--- config.mk ---
export PLATFORM = sky130hd
export DESIGN_NAME = gamepad_serial_port_latch_shift
export DESIGN_NICKNAME = d
export VERILOG_FILES = /design/src/design/gsp_pkg.sv /design/src/design/gamepad_serial_port_latch_shift.sv /design/src/design/gsp_port.sv
export SDC_FILE = /design/constraint.sdc
export NUM_CORES = 1
export LEC_CHECK = 0
export BUFFER_PORTS_ARGS = -buffer_cell sky130_fd_sc_hd__buf_2
export CAP_MARGIN = 5
export CORE_MARGIN = 5
export CORE_UTILIZATION = 50
export CTS_CLUSTER_DIAMETER = 50
export DETAILED_ROUTE_END_ITERATION = 10
export GPL_ROUTABILITY_DRIVEN = 1
export HOLD_SLACK_MARGIN = 0.02
export PLACE_DENSITY = 0.79
export SLEW_MARGIN = 25
export SYNTH_ARGS = -nofsm -noshare
export SYNTH_HDL_FRONTEND = slang
export SYNTH_HIERARCHICAL = 1
export SYNTH_SLANG_ARGS = --single-unit
export TNS_END_PERCENT = 30
--- constraint.sdc ---
create_clock -name clk -period 2.6 [get_ports clk]
set_input_delay 0.52 -clock clk [delete_from_list [all_inputs] [get_ports clk]]
set_output_delay 0.52 -clock clk [all_outputs]
set_load 0.05 [all_outputs]
--- src/design/gsp_pkg.sv ---
// ----------------------------------------------------------------------------
// gsp_pkg
// Shared types, constants and the button table of the gamepad serial port.
// ----------------------------------------------------------------------------
package gsp_pkg;

    localparam int NUM_PORTS_DEF = 4;
    localparam int MAX_PORTS     = 8;
    localparam int DATA_W        = 8;
    localparam int STATE_W       = 16;
    localparam int CMD_W         = 3;
    localparam int PORT_W        = 2;
    localparam int BUTTON_W      = 4;

    localparam logic [STATE_W-1:0] RELEASED_ALL = 16'hFFFF;
    localparam logic [STATE_W-1:0] LOAD_FILL    = 16'hF000;

    typedef enum logic [CMD_W-1:0] {
        CMD_BUTTON     = 3'd0,
        CMD_LATCH      = 3'd1,
        CMD_CLOCK      = 3'd2,
        CMD_CONNECT    = 3'd3,
        CMD_DISCONNECT = 3'd4
    } cmd_t;

    typedef struct packed {
        logic               load;
        logic               shift;
        logic               button;
        logic               pressed;
        logic [STATE_W-1:0] mask;
        logic               attach;
        logic               detach;
    } port_ctrl_t;

    function automatic logic [STATE_W-1:0] map_button(input logic [BUTTON_W-1:0] idx);
        logic [STATE_W-1:0] m;
        unique case (idx)
            4'd0:    m = 16'h0001;
            4'd1:    m = 16'h0100;
            4'd2:    m = 16'h0002;
            4'd3:    m = 16'h0200;
            4'd4:    m = 16'h0004;
            4'd6:    m = 16'h0008;
            4'd9:    m = 16'h0400;
            4'd10:   m = 16'h0800;
            4'd11:   m = 16'h0010;
            4'd12:   m = 16'h0020;
            4'd13:   m = 16'h0040;
            4'd14:   m = 16'h0080;
            default: m = 16'h0000;
        endcase
        return m;
    endfunction

endpackage

--- src/design/gamepad_serial_port_latch_shift.sv ---
// ----------------------------------------------------------------------------
// gamepad_serial_port_latch_shift
// Bank of gamepad ports behind a shared latch/clock serial data byte.
// ----------------------------------------------------------------------------
// Path: an item enters the input register, then the state update loads
//   the data byte register and result valid; a result stall holds it.
// Throughput: one item per cycle while the result is not stalled.
// Reset: buttons released, shift registers zero, all ports empty,
//   latch low, data byte zero, both pipeline stages empty.
module gamepad_serial_port_latch_shift
    import gsp_pkg::*;
#(
    parameter int NUM_PORTS = NUM_PORTS_DEF
)
(
    input  logic                clk,
    input  logic                rst_n,
    input  logic                item_valid,
    output logic                item_stall,
    input  logic [CMD_W-1:0]    command,
    input  logic [PORT_W-1:0]   port,
    input  logic [BUTTON_W-1:0] button,
    input  logic                pressed,
    input  logic                level,
    output logic                result_valid,
    input  logic                result_stall,
    output logic [DATA_W-1:0]   data_out
);

    localparam logic [DATA_W-1:0] USED_MASK = DATA_W'(8'hFF << (DATA_W - NUM_PORTS));

    logic                stage_valid_reg;
    logic [CMD_W-1:0]    command_reg;
    logic [PORT_W-1:0]   port_reg;
    logic [BUTTON_W-1:0] button_reg;
    logic                pressed_reg;
    logic                level_reg;

    logic                result_valid_reg;
    logic [DATA_W-1:0]   data_byte_reg;
    logic [DATA_W-1:0]   data_byte_next;
    logic                latch_level_reg;
    logic                latch_level_next;

    logic                out_ready;
    logic                advance;
    logic                take;
    port_ctrl_t          ctrl;
    logic [NUM_PORTS-1:0] port_bit;
    logic [NUM_PORTS-1:0] port_sel;
    logic [DATA_W-1:0]   data_shift;

    assign out_ready    = !result_valid_reg || !result_stall;
    assign advance      = stage_valid_reg && out_ready;
    assign item_stall   = stage_valid_reg && !out_ready;
    assign take         = item_valid && !item_stall;
    assign result_valid = result_valid_reg;
    assign data_out     = data_byte_reg;

    always_comb
    begin
        ctrl             = '0;
        ctrl.mask        = map_button(button_reg);
        ctrl.pressed     = pressed_reg;
        latch_level_next = latch_level_reg;
        if (advance)
        begin
            unique case (command_reg)
                CMD_BUTTON:
                    ctrl.button = 1'b1;
                CMD_LATCH:
                begin
                    latch_level_next = level_reg;
                    ctrl.load        = level_reg;
                    ctrl.shift       = level_reg;
                end
                CMD_CLOCK:
                    ctrl.shift = level_reg && !latch_level_reg;
                CMD_CONNECT:
                    ctrl.attach = 1'b1;
                CMD_DISCONNECT:
                    ctrl.detach = 1'b1;
                default:
                    ctrl.button = 1'b0;
            endcase
        end
    end

    for (genvar i = 0; i < NUM_PORTS; i++)
    begin : g_port
        assign port_sel[i] = (int'(port_reg) == i);

        gsp_port u_port (
            .clk     (clk),
            .rst_n   (rst_n),
            .ctrl    (ctrl),
            .sel     (port_sel[i]),
            .bit_out (port_bit[i])
        );
    end

    always_comb
    begin
        data_shift = '0;
        for (int i = 0; i < NUM_PORTS; i++)
            data_shift[DATA_W-1-i] = port_bit[i];
    end

    assign data_byte_next = ctrl.shift ? data_shift : data_byte_reg;

    always_ff @(posedge clk or negedge rst_n)
    begin
        if (!rst_n)
        begin
            stage_valid_reg  <= 1'b0;
            result_valid_reg <= 1'b0;
            latch_level_reg  <= 1'b0;
            data_byte_reg    <= '0;
        end
        else
        begin
            if (!item_stall)
                stage_valid_reg <= item_valid;
            if (out_ready)
                result_valid_reg <= stage_valid_reg;
            latch_level_reg <= latch_level_next;
            data_byte_reg   <= data_byte_next;
        end
    end

    always_ff @(posedge clk)
    begin
        if (take)
        begin
            command_reg <= command;
            port_reg    <= port;
            button_reg  <= button;
            pressed_reg <= pressed;
            level_reg   <= level;
        end
    end

    a_unused_bits_zero: assert property (@(posedge clk) disable iff (!rst_n)
        (data_byte_reg & ~USED_MASK) == '0)
        else $error("data bit set for a position with no port");

    a_hold_without_advance: assert property (@(posedge clk) disable iff (!rst_n)
        !advance |=> $stable(data_byte_reg) && $stable(latch_level_reg))
        else $error("state changed with no item advancing");

    a_clock_blocked_by_latch: assert property (@(posedge clk) disable iff (!rst_n)
        (advance && command_reg == CMD_CLOCK && latch_level_reg) |=> $stable(data_byte_reg))
        else $error("clock shifted while latch high");

    a_advance_gives_result: assert property (@(posedge clk) disable iff (!rst_n)
        advance |=> result_valid_reg)
        else $error("advanced item produced no result");

    a_stalled_stage_held: assert property (@(posedge clk) disable iff (!rst_n)
        item_stall |=> stage_valid_reg)
        else $error("stalled item dropped from input stage");

endmodule

--- src/design/gsp_port.sv ---
// ----------------------------------------------------------------------------
// gsp_port
// One controller port: button mask, presence flag and 16-bit shift register.
// ----------------------------------------------------------------------------
module gsp_port
    import gsp_pkg::*;
(
    input  logic       clk,
    input  logic       rst_n,
    input  port_ctrl_t ctrl,
    input  logic       sel,
    output logic       bit_out
);

    logic [STATE_W-1:0] button_reg;
    logic [STATE_W-1:0] button_next;
    logic [STATE_W-1:0] shift_reg;
    logic [STATE_W-1:0] shift_next;
    logic               present_reg;
    logic               present_next;
    logic [STATE_W-1:0] shift_src;

    assign shift_src = (ctrl.load && present_reg) ? (button_reg | LOAD_FILL) : shift_reg;
    assign bit_out   = present_reg ? shift_src[0] : 1'b1;

    always_comb
    begin
        button_next  = button_reg;
        shift_next   = shift_reg;
        present_next = present_reg;
        if (sel && (ctrl.attach || ctrl.detach))
        begin
            present_next = ctrl.attach;
            button_next  = RELEASED_ALL;
            shift_next   = '0;
        end
        else if (sel && ctrl.button && present_reg)
        begin
            if (ctrl.pressed)
                button_next = button_reg & ~ctrl.mask;
            else
                button_next = button_reg | ctrl.mask;
        end
        else if (ctrl.shift && present_reg)
        begin
            shift_next = shift_src >> 1;
        end
    end

    always_ff @(posedge clk or negedge rst_n)
    begin
        if (!rst_n)
        begin
            button_reg  <= RELEASED_ALL;
            shift_reg   <= '0;
            present_reg <= 1'b0;
        end
        else
        begin
            button_reg  <= button_next;
            shift_reg   <= shift_next;
            present_reg <= present_next;
        end
    end

endmodule

==> impl_metrics.py <==
metrics = {
    "run_status": {
        "status": "completed",
    },
    "flow_run": {
        "cap_viol_max_count": 0,
    },
    "clocking": {
        "cts.clk_slew.worst_paths_ps": 60,
        "clk_latency_ps": 420,
        "cts-root-buf": "clkbuf_16",
        "cts_buffer_depth": 2,
        "cts_resized": 0,
        "postCtsSetupRepairBufs": 0,
        "cts_inserted_buffers": 17,
        "postCtsHoldBufs": 0,
        "tritoncts": "yes",
        "htree_levels": 4,
        "cts_num_sinks": 142,
    },
    "final_layout": {
        "drive_above_1_share_pct": 26.95,
        "fill_cells": 1027,
        "largest_register_ffs": 60,
        "antenna_cells_inserted": 0,
        "nets": 540,
        "fin_cells": 710,
        "design_area_um2": 7162,
        "syn_to_final_growth_pct": 11.23,
    },
    "setup_path": {
        "worstPathCellList": "nor2b_1 > nand3_1 > nor2_4 > buf_4 > mux2i_1 > o2bb2ai_1",
        "cp.buffers_inverters": 1,
        "cp_top_family": "simple AND/OR/NAND/NOR gates",
        "crit_path_start_kind": "flip-flop",
        "slowest_stage": "edfxtp_1",
        "endpoint_kind": "flip-flop",
        "critPathMaxFanout": 15,
        "slowest_delay_ps": 450,
        "cp_data_required_time_ps": 2890,
        "critPathKind": "reg2reg",
        "critPathArrivalTime_ps": 2500,
    },
    "drt": {
        "post-route-drc-count": 0,
        "drt-total-wl_mm": 14.01,
        "ant_nets": 0,
        "vias": 4371,
        "viasPerCell": 6.156,
        "wl_per_cell_um": 19.74,
        "drt_iter0_markers": 403,
        "drt_first_pass_iters": 5,
    },
    "placed_design": {
        "gp_congestion": 0.9011,
        "place_hpwl_mm": 9.056,
        "place_inst": 678,
        "place_area_um2": 6589,
        "io_buffers": 20,
    },
    "logic_synthesis": {
        "netlist_area_um2": 6439,
        "netlist-cell-type-count": 36,
        "synthArstFlopShare_pct": 83.80,
        "syn_avg_cell_area_um2": 12.62,
        "synth-adder-area-share_pct": 0,
        "synth_xor_area_share_pct": 0,
        "synth_top_cell_area_share_pct": 27.59,
        "yosysSeqAreaShare_pct": 56.04,
        "synth_most_common_cell": "dfrtp_1",
        "synth_top_family_by_area": "compound AO/OA/AOI/OAI gates",
        "ys_ff_latch": 142,
        "synth_commonest_cells": "dfrtp_1, o2bb2ai_1, a21oi_1",
        "synth_ff_type": "dfrtp_1",
        "ys_warn_count": 6,
        "synthSimpleGateAreaFrac_pct": 7.384,
        "synth_area_leaders": "dfrtp_1, dfstp_2, o2bb2ai_1",
        "synth.mux.area_fraction_pct": 8.861,
        "synth_compound_area_share_pct": 22.58,
        "syn_inst": 510,
        "synth_edf_count": 11,
        "yosys.area.top_type": "dfrtp_1",
    },
    "timing": {
        "relSlewSlack_pct": 57.08,
        "setup_viol": 0,
        "finalCriticalPeriod_ps": 2209,
        "post-route-period-util_pct": 84.97,
        "setup_tns_ps": 0,
        "hold_viol_final": 0,
        "slew_violations": 0,
        "rsz0062_at_grt": "false",
        "max_freq_mhz": 452.6,
        "worst_slew_pin_slew_ps": 643.8,
        "clock_skew_ps": 5.915,
    },
    "pwr": {
        "totalPowerFinal_mw": 5.765,
        "power.leakage_nw": 2.597,
        "vdd_drop_max_v": 0.0005902,
        "power_density_nw_per_um2": 804.9,
    },
    "floorplan": {
        "die_y_um": 123.5,
        "rows": 41,
        "io_pins": 25,
        "die_area_um2": 15250,
        "fp.coreArea_um2": 12620,
        "chipWidth_um": 123.5,
        "initial_utilization_pct": 51.02,
    },
    "global_route": {
        "grt_max_degree": 50,
        "grt_pass1_vias": 4502,
        "grt.total_usage_pct": 20.04,
        "grt_pass1_wl_mm": 23.46,
        "antenna_found_initial": 0,
        "overflow": 0,
    },
    "min_path": {
        "hold_class": "in2async",
    },
}
where the power goes:
| group | internal (mW) | leakage, nW | switching [mW] |
|---|---|---|---|
| combinational | 0.214 | 0.656 | 0.347 |
| sequential | 2.67 | 1.68 | 0.211 |
| clock | 1.41 | 0.263 | 0.913 |
| total | 4.29 | 2.60 | 1.47 |
path summary, 6_finish.rpt:
check	from	to	slack, ps	cells past startpoint
worst min-delay path	rst_n	g_port[2].u_port/shift_reg[8]	120	1
worst max register to register	command_reg[2]	g_port[0].u_port/shift_reg[7]	390	6
worst min register to register	g_port[2].u_port/shift_reg[0]	g_port[2].u_port/shift_reg[0]	490	1
worst max-delay path	command_reg[2]	g_port[0].u_port/shift_reg[7]	390	6
max in group asynchronous	rst_n	g_port[2].u_port/button_reg[10]	1720	2
min in group clk	command[2]	command_reg[2]	270	1
layer usage:
layer,routed length [um],track usage [%],vias to the layer above
li1,-,-,2008
met1,6239,26.11,2234
met2,6859,32.21,108
met3,568,5.078,21
met4,345,7.889,0
met5,0,0,-
area by class of cell:
type,instances,area (um2),share of cell area (%)
inverters,2,7.507,0.1048
well taps,172,215.2,3.005
multi-input cells,330,2540,35.46
repair buffers,32,217.7,3.040
clock buffers,23,488.0,6.813
clock inverters,9,85.08,1.188
flip-flops and latches,142,3608,50.38
cell usage in the layout, fill, tap and decap left out, types with 2 or more instances in the layout:
cell type	netlist	routed
dfxtp_1	12	12
and2_1	3	3
clkbuf_1	2	2
o41ai_1	5	5
nor2_1	8	7
mux2_2	8	8
clkinvlp_4	0	6
a21oi_1	60	60
clkinv_2	0	2
nor2b_1	8	8
buf_2	12	19
nand3_1	2	2
o2bb2ai_1	61	61
o31ai_1	10	10
nand2b_1	7	7
mux2i_1	48	48
and3_4	8	8
dfrtp_1	71	71
buf_12	0	2
inv_1	2	2
clkbuf_16	0	17
conb_1	1	4
clkbuf_8	0	4
dfstp_2	48	48
nand2_1	17	17
edfxtp_1	11	11
a211oi_1	48	48
nand4_1	12	12
nand3_2	5	5
buf_4	8	11
a31oi_4	4	4
o21a_2	4	4
stage by stage:
stage	setup WS (ps)	hold WS (ps)	utilization, %
2_1_floorplan	68.13	224.4	-
5_1_grt	241.8	156.8	56.75
3_3_place_gp	403.5	469.8	52.21
3_5_place_dp	317.7	473.3	52.21
6_report	390.7	123.8	56.75
4_1_cts	382.2	137.6	56.75
cells by family (layout without fill, tap and decap cells):
logic type,Yosys count,after routing
other cells,1,4
compound gates,194,194
buf+inv,41,66
flops,142,142
simple gates,76,76
mux,56,56
worst reg2reg max path: stages (launching register included):
cell       delay [ps]
edfxtp_1          450
nor2b_1           240
nand3_1           180
nor2_4            440
buf_4             370
mux2i_1           280
o2bb2ai_1         120
(Power assumes the default switching activity.)
